<file path="src/hdl/assert_macros.svh">
`ifndef ASSERT_MACROS_SVH
`define ASSERT_MACROS_SVH

// Clocked check, masked while reset is held. Expects clk and rst_n in scope.
`define ASSERT_CLK(lbl, prop) \
  lbl: assert property (@(posedge clk) disable iff (!rst_n) (prop)) \
    else $error("%m: check failed");

// Clocked check that also holds while reset is held.
`define ASSERT_CLK_ALWAYS(lbl, prop) \
  lbl: assert property (@(posedge clk) (prop)) \
    else $error("%m: check failed");

`endif

</file>
<file path="src/hdl/mpr_pkg.sv">
`timescale 1ns / 1ps

package mpr_pkg;

  // Field and register widths
  localparam int PIX_W     = 8;
  localparam int CFG_DIM_W = 13;
  localparam int CFG_SLC_W = 9;
  localparam int CFG_IDX_W = 3;
  localparam int PROD_W    = CFG_DIM_W + CFG_SLC_W;

  localparam logic [PIX_W-1:0] PIX_BIAS = 8'h80;

  // Parameter defaults
  localparam int MAX_WIDTH_DEF  = 4096;
  localparam int MAX_HEIGHT_DEF = 4096;
  localparam int MAX_SLICES_DEF = 256;

  // Reset values of the registers
  localparam logic [CFG_DIM_W-1:0] RST_FRAME_WIDTH  = 13'd1920;
  localparam logic [CFG_DIM_W-1:0] RST_FRAME_HEIGHT = 13'd1080;
  localparam logic [CFG_SLC_W-1:0] RST_SLICE_COUNT  = 9'd1;

  // Register indexes
  localparam logic [CFG_IDX_W-1:0] REG_FRAME_WIDTH    = 3'd0;
  localparam logic [CFG_IDX_W-1:0] REG_FRAME_HEIGHT   = 3'd1;
  localparam logic [CFG_IDX_W-1:0] REG_SLICE_COUNT    = 3'd2;
  localparam logic [CFG_IDX_W-1:0] REG_EVEN_ROW_ALIGN = 3'd3;
  localparam logic [CFG_IDX_W-1:0] REG_INTERLACE_MODE = 3'd4;

  // Controller to datapath
  typedef struct packed {
    logic accept;       // latch residual, wrap counters if out of range
    logic slice_reset;  // first slice of the frame
    logic slice_step;   // move on to the next slice
    logic mul_load;     // register (slice_index + 1) * height
    logic div_start;    // divide product by slice count
    logic ram_rd;       // read the pixel above
    logic calc;         // reconstruct, write back, advance, load output
  } mpr_cmd_t;

  // Datapath to controller
  typedef struct packed {
    logic col_zero;
    logic row_zero;
    logic scan_more;
    logic div_busy;
    logic div_done;
    logic out_free;
  } mpr_stat_t;

endpackage

</file>
<file path="src/hdl/mpr_ctrl.sv">
`timescale 1ns / 1ps

module mpr_ctrl (
  input  logic               clk,
  input  logic               rst_n,
  input  logic               in_valid,
  output logic               in_stall,
  input  mpr_pkg::mpr_stat_t stat,
  output mpr_pkg::mpr_cmd_t  cmd
);

  import mpr_pkg::*;

  typedef enum logic [2:0] {
    S_IDLE,
    S_POS,
    S_SCAN,
    S_MUL,
    S_DSTART,
    S_DWAIT,
    S_CALC
  } state_t;

  state_t state_r, state_nxt;
  logic   stall_r;

  always_comb begin
    state_nxt = state_r;
    cmd       = '0;
    case (state_r)
      S_IDLE: begin
        if (in_valid && !stall_r) begin
          cmd.accept = 1'b1;
          state_nxt  = S_POS;
        end
      end
      S_POS: begin
        if (stat.col_zero && stat.row_zero) begin
          cmd.slice_reset = 1'b1;
          state_nxt       = S_MUL;
        end else if (stat.col_zero) begin
          state_nxt = S_SCAN;
        end else begin
          cmd.ram_rd = 1'b1;
          state_nxt  = S_CALC;
        end
      end
      S_SCAN: begin
        // skip past slices that already ended, empty ones included
        if (stat.scan_more) begin
          cmd.slice_step = 1'b1;
          state_nxt      = S_MUL;
        end else begin
          cmd.ram_rd = 1'b1;
          state_nxt  = S_CALC;
        end
      end
      S_MUL: begin
        cmd.mul_load = 1'b1;
        state_nxt    = S_DSTART;
      end
      S_DSTART: begin
        cmd.div_start = 1'b1;
        state_nxt     = S_DWAIT;
      end
      S_DWAIT: begin
        if (stat.div_done) begin
          state_nxt = S_SCAN;
        end
      end
      S_CALC: begin
        // hold until the output register can take the item
        if (stat.out_free) begin
          cmd.calc  = 1'b1;
          state_nxt = S_IDLE;
        end
      end
      default: begin
        state_nxt = S_IDLE;
      end
    endcase
  end

  always_ff @(posedge clk) begin
    if (!rst_n) begin
      state_r <= S_IDLE;
      stall_r <= 1'b1;
    end else begin
      state_r <= state_nxt;
      stall_r <= state_nxt != S_IDLE;
    end
  end

  assign in_stall = stall_r;

endmodule

</file>
<file path="config.mk">
export PLATFORM = sky130hd
export DESIGN_NAME = mpr_ctrl
export DESIGN_NICKNAME = d
export VERILOG_FILES = /design/src/hdl/assert_macros.svh /design/src/hdl/mpr_pkg.sv /design/src/hdl/mpr_ctrl.sv
export SDC_FILE = /design/constraint.sdc
export NUM_CORES = 1
export LEC_CHECK = 0
export BUFFER_PORTS_ARGS = -buffer_cell sky130_fd_sc_hd__buf_2
export CAP_MARGIN = 20
export CORE_AREA = 3 3 40 42
export CTS_CLUSTER_DIAMETER = 120
export DETAILED_ROUTE_END_ITERATION = 12
export DIE_AREA = 0 0 43 45
export PLACE_DENSITY_LB_ADDON = 0.15
export SLEW_MARGIN = 10
export SYNTH_ARGS = -nofsm -noshare
export SYNTH_HDL_FRONTEND = slang
export SYNTH_SLANG_ARGS = --single-unit
</file>
<file path="constraint.sdc">
create_clock -name clk -period 1.5 [get_ports clk]
set_input_delay 0.075 -clock clk [delete_from_list [all_inputs] [get_ports clk]]
set_output_delay 0.075 -clock clk [all_outputs]
set_load 0.02 [all_outputs]
</file>
==> out/qor.txt <==
Clock Latency Late Sink: 240 ps
Nets: 69
Post-DP HPWL: 570 µm
CP delay by family, top: flip-flops
Post-cts sizing count: 0
Top cells by area, synth: dfxtp_1, nor2_1, buf_6
Worst Path Max Fanout: 9
Relative slew slack: 0.810
Share of synthesized cell area in full adder, half adder and majority cells: 0
FF-to-FF End: in_stall
CTS tree: yes
Share of the synthesized area in the top cell type: 0.256
Max incr delay on CP: 470 ps
Final setup viols: 0
Gr usage total: 0.0849
Via density: 4.52
Register clock-pin slew on the reported worst setup and hold paths: 40 ps
Mux share of post-synthesis cell area: 0
Initial DRC count: 6
Worst hold endpoint: in_stall
Arrival @ worst endpoint: 1290 ps
Ys Warns: 0
Synth area leader: dfxtp_1
Ports: 17
Seq/Total Area, Yosys: 0.256
Post-route ant nets: 0
First-pass GRT wire length: 1.15 mm
Hold Crit Class: input pin to flip-flop
Startpoint types: flip-flop
GRT Residual Overflow: 0
ANT cells: 0
Post-Syn Nets: 50
Flops & latches, synth: 4
Cell depth of the worst hold path: 2
Post-synthesis simple-gate area fraction: 0.392
Final period utilization: 0.911
Initial antenna violation count: 0
Max VDD drop: 0.000798 V
Hold-fix buffers, CTS: 0
Status: completed
Layout cells sized above 1: 0.414
Setup tns final: 0 ps
DR DRC count: 0
Port Buffer Count: 15
# rows: 13
Worst R2R Setup Slack: 330 ps
DRT Pass-1 Iters: 2
Critical path's slowest cell: dfxtp_1
Minimum clock period: 1370 ps
Buf/Inv on CP: 1
Post-Route WL: 752 µm
Pleak: 0.221 nW
Crit Reg-Reg Startpoint: state_r[0]
DR vias: 330
Count of cell types in the netlist: 22
Final Util: 0.325
Synthesized instance count: 41
Worst Path Required: 1420 ps
Die width: 43 µm
Vias in the first global route: 265
Total of fill cells in the finished design: 160
Hold wc startpoint: rst_n
PwrDens: 2150 nW/µm²
Clock tree root driver cell: clkbuf_4
Worst-margin pin slew: 285 ps
Mapped Avg Cell Area: 7.63 µm²
Global placer's final weighted congestion: 0.664
Max-Cap Viols: 0
Initial Utilization: 0.243
Largest family of logic cells by synthesized area: simple AND/OR/NAND/NOR gates
Crit end category: primary output
Area grow syn2layout: 33.6%
Setup bufs post-CTS: 0
Worst Setup SP: state_r[0]
Slew Limit Fails: 0
Final hold violation count: 0
Largest net degree at the start of global routing: 14
H-tree level count: 1
Clock Sinks: 4
Clock skew: 5.85 ps
R2r worst-path depth: 4
Mapped Area: 313 µm²
Die ar.: 1940 µm²
CTS max path bufs: 2
RSZ-0062 raised after global routing: no
Synth Area in XOR/XNOR: 0.0280
TritonCTS Buffers: 3
Critical path class: flip-flop to primary output
Compound-Gate Fraction of Synth Area: 0.212
Core ar.: 1280 µm²
Max Freq: 732 MHz
Drt wl/cell: 10.3 µm
Die Y: 45 µm
CP Cell Sequence: and4b_1 -> nor2b_1 -> buf_2
per-layer routing:
layer	part of all wire	vias to the layer above	global-route usage	wire length, µm
met1	0.48	143	0.0986	359
li1	-	176	-	-
met5	0	-	0	0
met2	0.43	11	0.117	325
met4	0	0	0.0723	0
met3	0.089	0	0.0398	67
sequential cells by signal (all words and copies together) (netlist names):
| signal | flops |
|---|---|
| in_stall | 1 |
| state_r | 3 |
metrics by stage:
stage	hold WS [ps]	instance area (µm²)	power, mW	cells	setup slack (ps)
6_report	58.2	418	0.898	73	134
5_1_grt	55.3	418	0.985	73	46.7
4_1_cts	45.8	417	0.910	73	32.0
3_5_place_dp	304	394	0.762	70	238
3_3_place_gp	310	394	0.770	70	212
2_1_floorplan	172	313	0.663	41	245
area by class of cell:
type | count | area, µm² | share of cell area
Sequential cell | 4 | 81.3 | 0.195
Tap cell | 15 | 18.8 | 0.0449
Inverter | 2 | 7.51 | 0.0180
Timing Repair Buffer | 17 | 90.1 | 0.216
Clock buffer | 3 | 22.5 | 0.0539
Multi-Input combinational cell | 32 | 198 | 0.473
worst max-delay path by stage:
stage	to	slack [ps]	cells after the start
after global routing	cmd[5]	50	3
after floorplan	cmd[6]	250	2
final	cmd[5]	130	3
after detailed placement	in_stall	240	4
after CTS	cmd[1]	30	4
after global placement	in_stall	210	4
placed cells by master (no fill, tap or decap):
cell type / n
buf_2: 15
nor2_1: 7
nand2_1: 5
nand2b_1: 3
clkbuf_4: 3
dfxtp_1: 3
a21oi_1: 2
inv_1: 2
o21ai_0: 2
buf_4: 2
nor3_1: 1
and4b_1: 1
nor2b_1: 1
nor3b_1: 1
and3b_1: 1
nor4_1: 1
a21oi_2: 1
a2bb2oi_2: 1
a221oi_2: 1
xor2_1: 1
o211ai_1: 1
nand4b_1: 1
and2_1: 1
dfxtp_2: 1
cells by family after synthesis:
logic type      count (synthesis)
compound gates                  8
xor+xnor                        1
buf+inv                         5
flops                           4
simple gates                   23
where the power goes:
part	internal [mW]	total [mW]	switching, mW	leakage (nW)
registers	0.162	0.250	0.0884	0.0333
clock network	0.0897	0.136	0.0463	0.0138
logic	0.236	0.511	0.276	0.174
total	0.488	0.898	0.410	0.221
cell usage after synthesis:
cell       instances
a221oi_2           1
dfxtp_1            4
a2bb2oi_2          1
a21oi_1            2
nand2_1            5
nor4_1             1
nor2_1             7
buf_6              2
o211ai_1           1
nor3b_1            1
and2_1             1
inv_1              2
and4b_1            1
nor2b_1            1
o21ai_0            2
buf_2              1
and3b_1            1
xor2_1             1
a21oi_2            1
nand4b_1           1
nor3_1             1
nand2b_1           3
(Power assumes the default switching activity.)
